**config.mk**
```make
export PLATFORM = sky130hd
export DESIGN_NAME = air_quality_subindex
export DESIGN_NICKNAME = d
export VERILOG_FILES = /design/src/rtl/aqs_pkg.sv /design/src/rtl/aqs_front.sv /design/src/rtl/aqs_queue.sv /design/src/rtl/aqs_back.sv /design/src/rtl/air_quality_subindex.sv
export SDC_FILE = /design/constraint.sdc
export NUM_CORES = 1
export LEC_CHECK = 0
export BUFFER_PORTS_ARGS = -buffer_cell sky130_fd_sc_hd__clkbuf_2
export CORE_UTILIZATION = 60
export CTS_CLUSTER_DIAMETER = 100
export CTS_CLUSTER_SIZE = 24
export DETAILED_ROUTE_END_ITERATION = 10
export MAX_ROUTING_LAYER = met4
export PLACE_DENSITY_LB_ADDON = 0.12
export SLEW_MARGIN = 20
export SYNTH_ARGS = -nofsm -noshare
export SYNTH_HDL_FRONTEND = slang
export SYNTH_HIERARCHICAL = 1
export SYNTH_SLANG_ARGS = --single-unit
```
**constraint.sdc**
```tcl
create_clock -name clk -period 6.05 [get_ports clk]
set_input_delay 0.605 -clock clk [delete_from_list [all_inputs] [get_ports clk]]
set_output_delay 0.605 -clock clk [all_outputs]
set_load 0.01 [all_outputs]
```
**src/rtl/aqs_pkg.sv**
```systemverilog
// ----------------------------------------------------------------------------
// aqs_pkg - air quality sub-index shared definitions
// Breakpoint tables, segment descriptors and the classification functions.
// ----------------------------------------------------------------------------
package aqs_pkg;

    // Concentration bits taken from each input field
    localparam int CONC_WIDTH   = 12;
    localparam int FIELD_W      = 12;
    localparam int USE_W        = (CONC_WIDTH < FIELD_W) ? CONC_WIDTH : FIELD_W;
    localparam int NPTS         = 8;
    localparam int SEG_W        = $clog2(NPTS);
    localparam int NUM_W        = 4;
    localparam int RECIP_W      = 17;
    localparam int RECIP_SHIFT  = 16;
    localparam int ILO_W        = 9;
    localparam int PROD_W       = FIELD_W + NUM_W;
    localparam int QUO_W        = 13;
    localparam int SUM_W        = QUO_W + 1;
    localparam int QUEUE_DEPTH  = 2;
    localparam int QPTR_W       = $clog2(QUEUE_DEPTH);
    localparam int QCNT_W       = $clog2(QUEUE_DEPTH + 1);

    localparam logic [FIELD_W-1:0] OUT_MAX = 12'd4095;

    typedef logic [FIELD_W-1:0] conc_t;

    // Breakpoint tables; the last entry starts the open-ended top segment
    localparam conc_t PM25_BP [NPTS] = '{12'd0, 12'd35, 12'd75, 12'd115,
                                         12'd150, 12'd250, 12'd350, 12'd500};
    localparam conc_t PM10_BP [NPTS] = '{12'd0, 12'd50, 12'd150, 12'd250,
                                         12'd350, 12'd420, 12'd500, 12'd600};

    // Segment base concentration (PM2.5 top segment passes through)
    localparam conc_t PM25_LO [NPTS] = '{12'd0, 12'd35, 12'd75, 12'd115,
                                         12'd150, 12'd250, 12'd350, 12'd0};

    // Index at segment base
    localparam logic [ILO_W-1:0] PM25_ILO [NPTS] = '{9'd0, 9'd50, 9'd100, 9'd150,
                                                      9'd200, 9'd300, 9'd400, 9'd0};
    localparam logic [ILO_W-1:0] PM10_ILO [NPTS] = '{9'd0, 9'd50, 9'd100, 9'd150,
                                                      9'd200, 9'd300, 9'd400, 9'd500};

    // Slope reduced to num/den; den applied as ceil(2^16/den) reciprocal
    localparam logic [NUM_W-1:0] PM25_NUM [NPTS] = '{4'd10, 4'd5, 4'd5, 4'd10,
                                                      4'd1, 4'd1, 4'd2, 4'd1};
    localparam logic [NUM_W-1:0] PM10_NUM [NPTS] = '{4'd1, 4'd1, 4'd1, 4'd1,
                                                      4'd10, 4'd5, 4'd1, 4'd4};
    localparam logic [RECIP_W-1:0] PM25_RECIP [NPTS] = '{17'd9363, 17'd16384,
        17'd16384, 17'd9363, 17'd65536, 17'd65536, 17'd21846, 17'd65536};
    localparam logic [RECIP_W-1:0] PM10_RECIP [NPTS] = '{17'd65536, 17'd32768,
        17'd32768, 17'd32768, 17'd9363, 17'd16384, 17'd65536, 17'd13108};

    typedef struct packed {
        conc_t                  x;      // offset into segment
        logic [NUM_W-1:0]       num;
        logic [RECIP_W-1:0]     recip;
        logic [ILO_W-1:0]       ilo;
    } seg_t;

    typedef struct packed {
        seg_t pm25;
        seg_t pm10;
    } item_t;

    typedef struct packed {
        logic               full;
        logic               empty;
    } queue_status_t;

    function automatic seg_t classify_pm25(input conc_t c);
        seg_t             r;
        logic [SEG_W-1:0] k;
        k = '0;
        for (int i = 1; i < NPTS; i++)
        begin
            if (c >= PM25_BP[i])
            begin
                k = SEG_W'(i);
            end
        end
        r.x     = c - PM25_LO[k];
        r.num   = PM25_NUM[k];
        r.recip = PM25_RECIP[k];
        r.ilo   = PM25_ILO[k];
        return r;
    endfunction

    function automatic seg_t classify_pm10(input conc_t c);
        seg_t             r;
        logic [SEG_W-1:0] k;
        k = '0;
        for (int i = 1; i < NPTS; i++)
        begin
            if (c >= PM10_BP[i])
            begin
                k = SEG_W'(i);
            end
        end
        r.x     = c - PM10_BP[k];
        r.num   = PM10_NUM[k];
        r.recip = PM10_RECIP[k];
        r.ilo   = PM10_ILO[k];
        return r;
    endfunction

endpackage

```
**src/rtl/aqs_front.sv**
```systemverilog
// ----------------------------------------------------------------------------
// aqs_front - input classification
// Masks the concentrations and picks each one's breakpoint segment.
// ----------------------------------------------------------------------------
module aqs_front
(
    input  logic                 [aqs_pkg::FIELD_W-1:0] pm25_conc,
    input  logic                 [aqs_pkg::FIELD_W-1:0] pm10_conc,
    output aqs_pkg::item_t                              item
);
    import aqs_pkg::*;

    conc_t c25;
    conc_t c10;

    // Keep only the used concentration bits
    assign c25 = FIELD_W'(pm25_conc[USE_W-1:0]);
    assign c10 = FIELD_W'(pm10_conc[USE_W-1:0]);

    always_comb
    begin
        item.pm25 = classify_pm25(c25);
        item.pm10 = classify_pm10(c10);
    end

endmodule

```
**src/rtl/aqs_queue.sv**
```systemverilog
// ----------------------------------------------------------------------------
// aqs_queue - short queue between front and back
// Two-entry register queue of classified items.
// ----------------------------------------------------------------------------
module aqs_queue
(
    input  logic                   clk,
    input  logic                   rst_n,
    input  logic                   push,
    input  aqs_pkg::item_t         push_item,
    input  logic                   pop,
    output aqs_pkg::item_t         pop_item,
    output aqs_pkg::queue_status_t status
);
    import aqs_pkg::*;

    item_t             mem_reg [QUEUE_DEPTH];
    logic [QPTR_W-1:0] wr_ptr_reg;
    logic [QPTR_W-1:0] wr_ptr_next;
    logic [QPTR_W-1:0] rd_ptr_reg;
    logic [QPTR_W-1:0] rd_ptr_next;
    logic [QCNT_W-1:0] count_reg;
    logic [QCNT_W-1:0] count_next;
    logic              do_push;
    logic              do_pop;

    assign status.full  = (count_reg == QCNT_W'(QUEUE_DEPTH));
    assign status.empty = (count_reg == '0);
    assign do_push      = push && !status.full;
    assign do_pop       = pop && !status.empty;
    assign pop_item     = mem_reg[rd_ptr_reg];

    always_comb
    begin
        wr_ptr_next = do_push ? wr_ptr_reg + 1'b1 : wr_ptr_reg;
        rd_ptr_next = do_pop  ? rd_ptr_reg + 1'b1 : rd_ptr_reg;
        count_next  = count_reg;
        if (do_push && !do_pop)
        begin
            count_next = count_reg + 1'b1;
        end
        else if (do_pop && !do_push)
        begin
            count_next = count_reg - 1'b1;
        end
    end

    always_ff @(posedge clk or negedge rst_n)
    begin
        if (!rst_n)
        begin
            wr_ptr_reg <= '0;
            rd_ptr_reg <= '0;
            count_reg  <= '0;
        end
        else
        begin
            wr_ptr_reg <= wr_ptr_next;
            rd_ptr_reg <= rd_ptr_next;
            count_reg  <= count_next;
        end
    end

    always_ff @(posedge clk)
    begin
        if (do_push)
        begin
            mem_reg[wr_ptr_reg] <= push_item;
        end
    end

endmodule

```
**src/rtl/aqs_back.sv**
```systemverilog
// ----------------------------------------------------------------------------
// aqs_back - interpolation datapath
// Slope multiply, reciprocal divide, offset add, saturate and maximum.
// ----------------------------------------------------------------------------
module aqs_back
(
    input  logic                                 clk,
    input  logic                                 rst_n,
    input  aqs_pkg::item_t                       item,
    input  aqs_pkg::queue_status_t               status,
    output logic                                 pop,
    output logic                                 out_valid,
    input  logic                                 out_stall,
    output logic           [aqs_pkg::FIELD_W-1:0] pm25_index,
    output logic           [aqs_pkg::FIELD_W-1:0] pm10_index,
    output logic           [aqs_pkg::FIELD_W-1:0] max_index
);
    import aqs_pkg::*;

    localparam int FULL_W = PROD_W + RECIP_W;

    logic                 advance;

    // Stage 1: slope numerator product
    logic                 s1_valid_reg;
    logic [PROD_W-1:0]    s1_p25_reg;
    logic [PROD_W-1:0]    s1_p10_reg;
    logic [RECIP_W-1:0]   s1_r25_reg;
    logic [RECIP_W-1:0]   s1_r10_reg;
    logic [ILO_W-1:0]     s1_i25_reg;
    logic [ILO_W-1:0]     s1_i10_reg;

    // Stage 2: quotient
    logic                 s2_valid_reg;
    logic [QUO_W-1:0]     s2_q25_reg;
    logic [QUO_W-1:0]     s2_q10_reg;
    logic [ILO_W-1:0]     s2_i25_reg;
    logic [ILO_W-1:0]     s2_i10_reg;

    // Output register
    logic                 out_valid_reg;
    logic [FIELD_W-1:0]   out25_reg;
    logic [FIELD_W-1:0]   out10_reg;
    logic [FIELD_W-1:0]   outmax_reg;

    logic [FULL_W-1:0]    full25;
    logic [FULL_W-1:0]    full10;
    logic [SUM_W-1:0]     sum25;
    logic [SUM_W-1:0]     sum10;
    logic [FIELD_W-1:0]   sat25;
    logic [FIELD_W-1:0]   sat10;

    // Whole pipeline moves unless a finished result is held
    assign advance = !(out_valid_reg && out_stall);
    assign pop     = advance && !status.empty;

    assign full25 = FULL_W'(s1_p25_reg) * FULL_W'(s1_r25_reg);
    assign full10 = FULL_W'(s1_p10_reg) * FULL_W'(s1_r10_reg);

    assign sum25  = SUM_W'(s2_q25_reg) + SUM_W'(s2_i25_reg);
    assign sum10  = SUM_W'(s2_q10_reg) + SUM_W'(s2_i10_reg);
    assign sat25  = (sum25 > SUM_W'(OUT_MAX)) ? OUT_MAX : sum25[FIELD_W-1:0];
    assign sat10  = (sum10 > SUM_W'(OUT_MAX)) ? OUT_MAX : sum10[FIELD_W-1:0];

    always_ff @(posedge clk or negedge rst_n)
    begin
        if (!rst_n)
        begin
            s1_valid_reg  <= 1'b0;
            s2_valid_reg  <= 1'b0;
            out_valid_reg <= 1'b0;
        end
        else if (advance)
        begin
            s1_valid_reg  <= !status.empty;
            s2_valid_reg  <= s1_valid_reg;
            out_valid_reg <= s2_valid_reg;
        end
    end

    always_ff @(posedge clk)
    begin
        if (advance)
        begin
            s1_p25_reg <= PROD_W'(item.pm25.num) * PROD_W'(item.pm25.x);
            s1_p10_reg <= PROD_W'(item.pm10.num) * PROD_W'(item.pm10.x);
            s1_r25_reg <= item.pm25.recip;
            s1_r10_reg <= item.pm10.recip;
            s1_i25_reg <= item.pm25.ilo;
            s1_i10_reg <= item.pm10.ilo;

            s2_q25_reg <= full25[RECIP_SHIFT +: QUO_W];
            s2_q10_reg <= full10[RECIP_SHIFT +: QUO_W];
            s2_i25_reg <= s1_i25_reg;
            s2_i10_reg <= s1_i10_reg;

            out25_reg  <= sat25;
            out10_reg  <= sat10;
            outmax_reg <= (sat25 > sat10) ? sat25 : sat10;
        end
    end

    assign out_valid  = out_valid_reg;
    assign pm25_index = out25_reg;
    assign pm10_index = out10_reg;
    assign max_index  = outmax_reg;

endmodule

```
**src/rtl/air_quality_subindex.sv**
```systemverilog
// ----------------------------------------------------------------------------
// air_quality_subindex - PM2.5 / PM10 air quality sub-index
// Piecewise linear sub-indices of two concentrations and their maximum.
// ----------------------------------------------------------------------------
// A pair goes from the queue via stage 1 and stage 2 to the output register.
// Throughput: one pair per unstalled cycle, set by the 3-stage back pipeline
//   fed from a two-entry queue, each stage one multiply or one add/compare.
// Reset: rst_n clears the queue and all pipeline valid flags; payload
//   registers are not reset.
// ----------------------------------------------------------------------------
module air_quality_subindex
(
    input  logic                         clk,
    input  logic                         rst_n,
    input  logic                         in_valid,
    output logic                         in_stall,
    input  logic [aqs_pkg::FIELD_W-1:0]  pm25_conc,
    input  logic [aqs_pkg::FIELD_W-1:0]  pm10_conc,
    output logic                         out_valid,
    input  logic                         out_stall,
    output logic [aqs_pkg::FIELD_W-1:0]  pm25_index,
    output logic [aqs_pkg::FIELD_W-1:0]  pm10_index,
    output logic [aqs_pkg::FIELD_W-1:0]  max_index
);
    import aqs_pkg::*;

    item_t         front_item;
    item_t         queue_item;
    queue_status_t queue_status;
    logic          queue_pop;

    // Front: classify each concentration into its breakpoint segment,
    // giving offset, slope numerator, reciprocal of denominator and base index
    aqs_front u_front
    (
        .pm25_conc (pm25_conc),
        .pm10_conc (pm10_conc),
        .item      (front_item)
    );

    // Hold input transfers off only when the queue is full; the flag is
    // registered, so it never looks at in_valid
    assign in_stall = queue_status.full;

    // Queue: decouple input acceptance from output back-pressure
    aqs_queue u_queue
    (
        .clk       (clk),
        .rst_n     (rst_n),
        .push      (in_valid),
        .push_item (front_item),
        .pop       (queue_pop),
        .pop_item  (queue_item),
        .status    (queue_status)
    );

    // Back: multiply by numerator, divide through the reciprocal, add the
    // base index, saturate and take the maximum; the pipeline freezes as a
    // whole while a result is held at the output
    aqs_back u_back
    (
        .clk        (clk),
        .rst_n      (rst_n),
        .item       (queue_item),
        .status     (queue_status),
        .pop        (queue_pop),
        .out_valid  (out_valid),
        .out_stall  (out_stall),
        .pm25_index (pm25_index),
        .pm10_index (pm10_index),
        .max_index  (max_index)
    );

endmodule

```
* Word-level counts from Yosys, hierarchy flattened
Memory sizes are Yosys's and may differ from the RTL's.
Index checks and enable logic that the tools add are counted.
** Cells by class
- $add $sub $neg :: 8
- $mul :: 4
- Magnitude comparators :: 19
- Equal/unequal tests :: 1
- Mux-type cells :: 37
- Bitwise gates (word level) :: 2
- Reduce and logical (&&, ||, !) cells :: 13
** Operator list (count)
- $mux 12 :: 7
- $mux 17 :: 4
- $ge 12x9->1 const B :: 5
- $mul 16x17->29 :: 2
- $ge 12x8->1 const B :: 4
- $mux 9 :: 4
- $mul 4x12->16 :: 2
- $add 13x9->14 :: 2
- $gt 14x12->1 const B :: 2
- $ge 12x6->1 const B :: 2
- $ge 12x7->1 const B :: 2
- $mux 3 :: 8
- $sub 12x12->12 :: 2
- $mux 4 :: 4
- $ge 12x10->1 const B :: 1
- $gt 12x12->1 :: 1
- $mux 2 :: 6
- $ge 4x4->1 const B :: 2
- $not 3->4 :: 2
- $logic_and 1x1->1 :: 6
- $logic_not 1->1 :: 5
- $mux 1 :: 4
- $add 1x1->1 const B :: 2
- $add 2x1->2 const B :: 1
- 4 further kinds :: 4
** Word-level totals
- Flip-flop bits (word level) :: 171
- Bits in writable memories :: 168
- Memory bits (read-only) :: 672
- Output and inout port bits :: 38
- Logic and storage cells :: 112
- Memories kept :: 9
** Memories
- u_queue.mem_reg :: words 2, width 84, rd ports 1, clocked after Yosys merged registers in 0, wr ports 1, line aqs_queue.sv:17 : item_t mem_reg [QUEUE_DEPTH];
- (name not given) :: words 8, width 17, rd ports 1, clocked after Yosys merged registers in 0, wr ports 0, line aqs_pkg.sv:84 : r.recip = PM25_RECIP[k];
- (name not given) :: words 8, width 17, rd ports 1, clocked after Yosys merged registers in 0, wr ports 0, line aqs_pkg.sv:102 : r.recip = PM10_RECIP[k];
- (name not given) :: words 8, width 12, rd ports 1, clocked after Yosys merged registers in 0, wr ports 0, line aqs_pkg.sv:82 : r.x = c - PM25_LO[k];
- (name not given) :: words 8, width 12, rd ports 1, clocked after Yosys merged registers in 0, wr ports 0, line aqs_pkg.sv:100 : r.x = c - PM10_BP[k];
- (name not given) :: words 8, width 9, rd ports 1, clocked after Yosys merged registers in 0, wr ports 0, line aqs_pkg.sv:85 : r.ilo = PM25_ILO[k];
- +3 memories

* Depth between registers and ports, before layout
Gate-level depths: netlist (run 1).
- Depth after elaboration :: 13
- Mapped depth :: 23
- Mapped depth without buffers :: 22

* Modules after synthesis
The synthesis (run 1) kept the hierarchy.
** Modules (own cells, without submodules)
- aqs_back :: instances 1, cells each 2567, area each 25304.3 um^2, seq. area each 4999.8 um^2
- aqs_queue :: instances 1, cells each 280, area each 6266.0 um^2, seq. area each 5144.9 um^2
- aqs_front :: instances 1, cells each 306, area each 2054.5 um^2, seq. area each 0.0 um^2

* Least setup slack after synthesis (run 1)
OpenSTA, ideal clock, no wires.
- Path kind :: reg-to-reg
- Start point :: reg u_back.s1_p10_reg[9]
- End point :: reg u_back.s2_q10_reg[12] (data pin)
- Setup time :: 158 ps
- Arrival time :: 5979 ps
- Slack :: -87 ps
- Cell stages (with the launch flop) :: 22
- Path buffers :: 2
- Period minus slack after synthesis :: 6137 ps
- Path through :: edfxtp_1 > clkbuf_1 > clkbuf_1 > nand2_1 > fa_1 > inv_1 > fa_1 > fa_1 > fa_1 > fa_1 > inv_1 > fa_1 > inv_1 > ha_1 > a21o_1 > a21oi_1 > o21bai_1 > a211o_1 > a221oi_1 > o211ai_1 > a2111o_1 > o211ai_1
** On the way
- Word-level cells in the longest chain between the ends :: 1
** Ends and longest elaborated chain
- start, declared :: line aqs_back.sv:27 : logic [PROD_W-1:0] s1_p10_reg;
- start signal, assigned :: line aqs_back.sv:86 : s1_p10_reg <= PROD_W'(item.pm10.num) * PROD_W'(item.pm10.x);
- $mul 16x17->29 :: line aqs_back.sv:58 : assign full10 = FULL_W'(s1_p10_reg) * FULL_W'(s1_r10_reg);
- via u_back.full10[28] :: line aqs_back.sv:47 : logic [FULL_W-1:0] full10;
- end signal, assigned :: line aqs_back.sv:93 : s2_q10_reg <= full10[RECIP_SHIFT +: QUO_W];
- end, declared :: line aqs_back.sv:36 : logic [QUO_W-1:0] s2_q10_reg;
The timed path passes the listed nets, and every way through them passes these cells.
A chain may end at the register's enable or synchronous reset.

* Worst setup path after layout (run 1)
- Start point :: reg u_back.s1_r25_reg[7]
- End point :: reg u_back.s2_q25_reg[7] (data pin)
** On the way
- Word-level cells in the longest chain between the ends :: 1
** Ends and longest elaborated chain
- start, declared :: line aqs_back.sv:28 : logic [RECIP_W-1:0] s1_r25_reg;
- start signal, assigned :: line aqs_back.sv:87 : s1_r25_reg <= item.pm25.recip;
- $mul 16x17->29 :: line aqs_back.sv:57 : assign full25 = FULL_W'(s1_p25_reg) * FULL_W'(s1_r25_reg);
- via u_back.full25[23] :: line aqs_back.sv:46 : logic [FULL_W-1:0] full25;
- end signal, assigned :: line aqs_back.sv:92 : s2_q25_reg <= full25[RECIP_SHIFT +: QUO_W];
- end, declared :: line aqs_back.sv:35 : logic [QUO_W-1:0] s2_q25_reg;
The timed path passes the listed nets, and every way through them passes these cells.

==> flow_summary_export.csv, run 1 <==
group,metric,value,unit
outcome,status,"completed",
sta,fin_skew,0.0323,ns
grt,grt_overflow,0,
sta,tightest_slew,0.921,ns
cts,htreeDepth,1,
detailed_routing,via_per_inst,5.37,
final_layout,multi_input_area,21000,um^2
grt,antenna_found_initial,1,
die,start_util,60.9,%
grt,first_global_vias,23060,
sta,hold_viol_final,0,
final_layout,fillCellCount,4269,
critical_path,critPathKind,"reg -> reg",
placed_design,pre_cts_slack,-0.109,ns
critical_path,path_common_cell,"fa_1",
sta,slew_headroom,38.6,%
die,fp.coreArea,55200,um^2
synth,netlist_area,33600,um^2
synth,yosys.area.top_type,"edfxtp_1",
hold_path,hp-class,"in -> reg",
synth,synth_area_leaders,"edfxtp_1, fa_1, ha_1",
synth,ys_ff_latch,339,
critical_path,critPathMaxStageDelay,0.54,ns
flow_run,maxCapViolCount,0,
grt,grt_max_degree,167,
final_layout,largest_reg_flops,168,
critical_path,r2r_slack,0.01,ns
die,rows,86,
final_layout,seqCellArea,10100,um^2
placed_design,hpwl,55300,um
critical_path,crit_slowest_cell,"fa_1",
detailed_routing,drc,0,
grt,grt_pass1_wl,115000,um
detailed_routing,dr.pass1.iters,6,
final_layout,drive_gt1_share,14.0,%
synth,async_reset_ff_share,2.06,%
sta,min_period,6.04,ns
final_layout,fin_cells,4080,
final_layout,area_growth_syn_to_layout,10.2,%
sta,drv_slew,0,
critical_path,worstPathArrival,6.37,ns
critical_path,critPathLaunchType,"register",
synth,yosys_warnings,6,
sta,rsz0062_at_grt,"true",
cts,clock_latency,0.57,ns
cts,cts_tree,"built",
placed_design,dp_cells,3996,
critical_path,cp_data_required_time,6.38,ns
critical_path,cp-end-kind,"register",
placed_design,port_buffers,65,
cts,cts-root-buf,"clkbuf_16",
sta,setup_viol,0,
sta,timing.final.crit_share,99.8,%
detailed_routing,vias,21893,
detailed_routing,postRouteAntennaNets,0,
synth,yosysSeqAreaShare,30.2,%
detailed_routing,wl_per_cell,16.9,um
synth,ys_types,85,
final_layout,layout_common_cells,"inv_1, fa_1, nand2_1",
final_layout,nets,4056,
cts,cts.reportedPaths.clkPinSlew,0.10,ns
synth,synth_edf_count,332,
detailed_routing,drt_iter0_markers,1257,
cts,cts.sinks,339,
die,boundaryPins,66,
cts,numCtsBuffers,21,
synth,synth.avg_cell_area,10.7,um^2
critical_path,critical_path_peak_fanout,6,
synth,synthCells,3153,
cts,cts_max_path_buffers,3,
synth,synth_top_area_share,29.6,%
final_layout,mostFrequentLayoutCell,"inv_1",
sta,layout_setup_ws,0.0103,ns
synth,synth_ff_type,"edfxtp_1",
die,die_height,239,um
grt,grt_usage,26.0,%
die,dieArea,57000,um^2
placed_design,gp_congestion,0.937,
detailed_routing,drt-total-wl,69100,um
sta,fmax,166,MHz
die,die_x,239,um
synthesized netlist by cell type (29+ instances only):
cell,instances
ha_1,264
mux2_1,50
o21ai_0,42
clkbuf_1,84
a21o_1,34
xnor2_1,70
nand2_1,388
a21oi_1,85
edfxtp_1,332
buf_4,31
mux2_2,35
xor2_1,29
nor2_1,65
and2_1,297
inv_1,607
fa_1,448
kinds of logic after synthesis:
group           Yosys count  share of synthesized area, %
fa+ha+maj               712                          36.5
other cells               1                        0.0112
flops                   339                          30.2
mux                      95                          3.14
buf+inv                 738                          8.79
xor+xnor                 99                          2.58
simple gates            885                          13.1
compound gates          284                          5.67
critical path, delay by kind of cell (launching register included):
family                   cells  cell delay [ns]
AO/OA/AOI/OAI                5             0.90
adder cells (fa/ha/maj)      7             2.93
buffers and inverters        9             0.69
flip-flops                   1             0.44
AND/OR/NAND/NOR              4             0.84
path summary, 6_finish.rpt:
kind                                       from                endpoint  cells after the start
max                        u_back/s1_r25_reg[7]    u_back/s2_q25_reg[7]                     25
min                                pm10_conc[0]  u_queue/mem_reg[0][30]                      1
max reg2reg                u_back/s1_r25_reg[7]    u_back/s2_q25_reg[7]                     25
min reg2reg                u_back/s1_i10_reg[2]    u_back/s2_i10_reg[2]                      0
max in group asynchronous                 rst_n      u_queue/rd_ptr_reg                      2
min in group asynchronous                 rst_n      u_queue/rd_ptr_reg                      2
stage by stage:
step           utilization, %  cell area, um^2  setup TNS [ns]  hold WS (ns)
2_1_floorplan               -            33700               0         0.309
3_3_place_gp             64.2            35500          -0.129         0.407
3_5_place_dp             64.2            35500          -0.945         0.407
4_1_cts                  66.0            36400               0         0.193
5_1_grt                  67.1            37100          -0.498         0.202
6_report                 67.1            37100               0         0.221
metal layers:
layer  wire length (um)  GRT usage (%)  share of wire, %
met4               1260           5.71               1.8
met5                  0              -                 0
met2              33300           42.4                48
met3               3490           3.21               5.0
met1              31100           35.3                45
final cells by class:
cell class | count | area share, %
clock buffer | 31 | 1.52
sequential | 339 | 27.4
antenna | 1 | 0.00675
timing repair buffer | 260 | 5.28
tap | 748 | 2.53
inverter | 609 | 6.17
clock inverter | 7 | 0.314
multi-input combinational | 2085 | 56.8
repair_timing:
action | CTS | global route
setup endpoints to repair | 11 | 22
buffers inserted | 23 | 21
hold buffers | 1 | 0
resized for setup | 31 | 122
pin swaps | 47 | 88
gates cloned | 1 | 0
hold endpoints to repair | 7 | 0
Power of run 1 is not shown: default switching activity piles up to over one toggle a cycle in this logic, so the estimate is an artifact.
==> run 2: changes to the inputs <==
--- a/config.mk
+++ b/config.mk
@@ -12,6 +12,7 @@
 export DETAILED_ROUTE_END_ITERATION = 10
 export MAX_ROUTING_LAYER = met4
 export PLACE_DENSITY_LB_ADDON = 0.12
+export SETUP_SLACK_MARGIN = 0.2
 export SLEW_MARGIN = 20
 export SYNTH_ARGS = -nofsm -noshare
 export SYNTH_HDL_FRONTEND = slang
==> run 2 against run 1 <==
  * The flow now finishes with violations (setup timing)
  * Via count increased by 1.4%
  * Sequential share of layout area is 0.19 points lower
  * Die area stayed put
  * Wire length grew 1.2%
  * Critical path depth shrank 6
  * Setup slack lost 0.050 ns
  * Hold slack better by 0.011 ns
  * First-iteration DRC count increased by 8.8%
  * Critical endpoint unchanged
==> flow_summary_export.csv, run 2 (synthesis gave the netlist of run 1 again) <==
group,metric,value,unit
outcome,status,"finished with violations",
outcome,violations,"setup timing",
critical_path,path_depth,19,
sta,drv_slew,0,
die,rows,86,
placed_design,hpwl,55300,um
detailed_routing,vias,22195,
critical_path,critPathLaunchType,"register",
die,fp.coreArea,55200,um^2
sta,fin_skew,0.0374,ns
final_layout,drive_gt1_share,14.8,%
final_layout,fin_cells,4089,
critical_path,cp-end-kind,"register",
critical_path,critical_path.top_delay_family,"adder cells",
sta,fmax,164,MHz
hold_path,hp-class,"in -> reg",
detailed_routing,drt-total-wl,69900,um
placed_design,gp_congestion,0.916,
critical_path,critical_path_peak_fanout,6,
detailed_routing,via_per_inst,5.43,
critical_path,reg2regPathDepth,19,
critical_path,cp_data_required_time,6.34,ns
final_layout,mostFrequentLayoutCell,"inv_1",
die,die_x,239,um
placed_design,placed_area,35300,um^2
die,dieArea,57000,um^2
sta,rsz0062_at_grt,"true",
final_layout,layout_common_cells,"inv_1, fa_1, nand2_1",
critical_path,crit_slowest_cell,"edfxtp_1",
sta,tightest_slew,1.09,ns
grt,antenna_found_initial,2,
detailed_routing,postRouteAntennaNets,0,
detailed_routing,wl_per_cell,17.1,um
sta,min_period,6.09,ns
die,boundaryPins,66,
sta,layout_setup_ws,-0.0397,ns
final_layout,area_growth_syn_to_layout,11.0,%
placed_design,port_buffers,65,
critical_path,crit_chain,"buf_6 > nand2_1 > fa_1 > fa_1 > fa_1 > inv_2 > fa_1 > fa_1 > inv_1 > fa_1 > inv_2 > ha_4 > o21a_1 > o211ai_1 > o21ai_2 > o21ai_2 > a211o_2 > and4_1 > or4_4",
critical_path,critPathMaxStageDelay,0.61,ns
die,die_height,239,um
grt,grt_overflow,0,
cts,cts_tree,"built",
grt,grt_pass1_wl,116000,um
critical_path,critPathBufInv,4,
cts,clock_latency,0.56,ns
sta,finalSetupTns,-0.0397,ns
sta,setup_viol,1,
critical_path,worstPathArrival,6.38,ns
final_layout,final_cell_area,37300,um^2
flow_run,maxCapViolCount,0,
grt,grt_usage,26.3,%
grt,grt_max_degree,85,
final_layout,nets,4066,
placed_design,dp_cells,3966,
die,start_util,60.9,%
final_layout,largest_reg_flops,168,
cts,cts-root-buf,"clkbuf_16",
final_layout,num_antenna_cells,0,
sta,hold_viol_final,0,
hold_path,whs_path_depth,1,
grt,first_global_vias,23180,
critical_path,path_common_cell,"fa_1",
cts,cts.reportedPaths.clkPinSlew,0.10,ns
sta,timing.final.crit_share,101,%
cts,numCtsBuffers,21,
detailed_routing,drc,0,
detailed_routing,drt_iter0_markers,1367,
detailed_routing,dr.pass1.iters,6,
critical_path,r2r_slack,-0.04,ns
critical_path,critPathKind,"reg -> reg",
sta,slew_headroom,26.4,%
cts,htreeDepth,1,
cts,cts_max_path_buffers,3,
cts,cts.sinks,339,
[run 2: cell count changes in the layout (fill, tap and decap cells not counted), sizes merged]
cell	before	now
buf	194	204
clkbuf	96	94
clkinv	3	6
clkinvlp	0	1
diode	1	0
inv	613	611
[run 2: final timing paths]
check | startpoint | end
worst max-delay path | u_back/s1_p25_reg[2] | u_back/s2_q25_reg[7]
worst min-delay path | pm10_conc[0] | u_queue/mem_reg[0][30]
worst max register to register | u_back/s1_p25_reg[2] | u_back/s2_q25_reg[7]
worst min register to register | u_back/s1_i10_reg[0] | u_back/s2_i10_reg[0]
max in group asynchronous | rst_n | u_queue/rd_ptr_reg
min in group asynchronous | rst_n | u_back/s2_valid_reg
[run 2: through the flow]
step	hold slack [ns]	utilization, %	setup WS [ns]
after floorplan	0.309	-	0.202
after global placement	0.409	64.0	-0.0602
after detailed placement	0.405	64.0	-0.153
after CTS	0.206	66.7	-0.0115
after global routing	0.211	67.6	-0.233
final	0.232	67.6	-0.0397
[run 2: repair_timing]
item	4_1_cts	5_1_grt
endpoints found under the setup margin	19	23
hold buffers	1	0
resized for setup	96	83
cloned	1	0
setup buffers	56	27
hold endpoints to repair	7	0
pin swaps	102	79
[run 2: cell type report]
cell class | count | area (um^2)
multi-input combinational | 2085 | 21100
inverter | 609 | 2290
sequential | 339 | 10100
clock buffer | 29 | 556
fill | 4190 | 17900
timing repair buffer | 270 | 2110
tap | 748 | 936
clock inverter | 9 | 131
[run 2: worst register-to-register path: cells and delay by family, from the launching register on]
| family | cells | cell delay (ns) |
|---|---|---|
| adders and majority gates | 7 | 3.32 |
| AOI/OAI and AO/OA | 5 | 0.86 |
| and+or+nand+nor | 3 | 0.73 |
| DFF | 1 | 0.61 |
| buffers and inverters | 4 | 0.33 |
[run 2: metal layers]
metal	track usage, %	wire, um	up-vias
met1	36.3	31300	11168
met5	-	0	-
li1	-	-	10353
met4	5.61	1320	0
met2	42.3	33600	577
met3	3.11	3720	97
Power of run 2 is left out for the same reason.
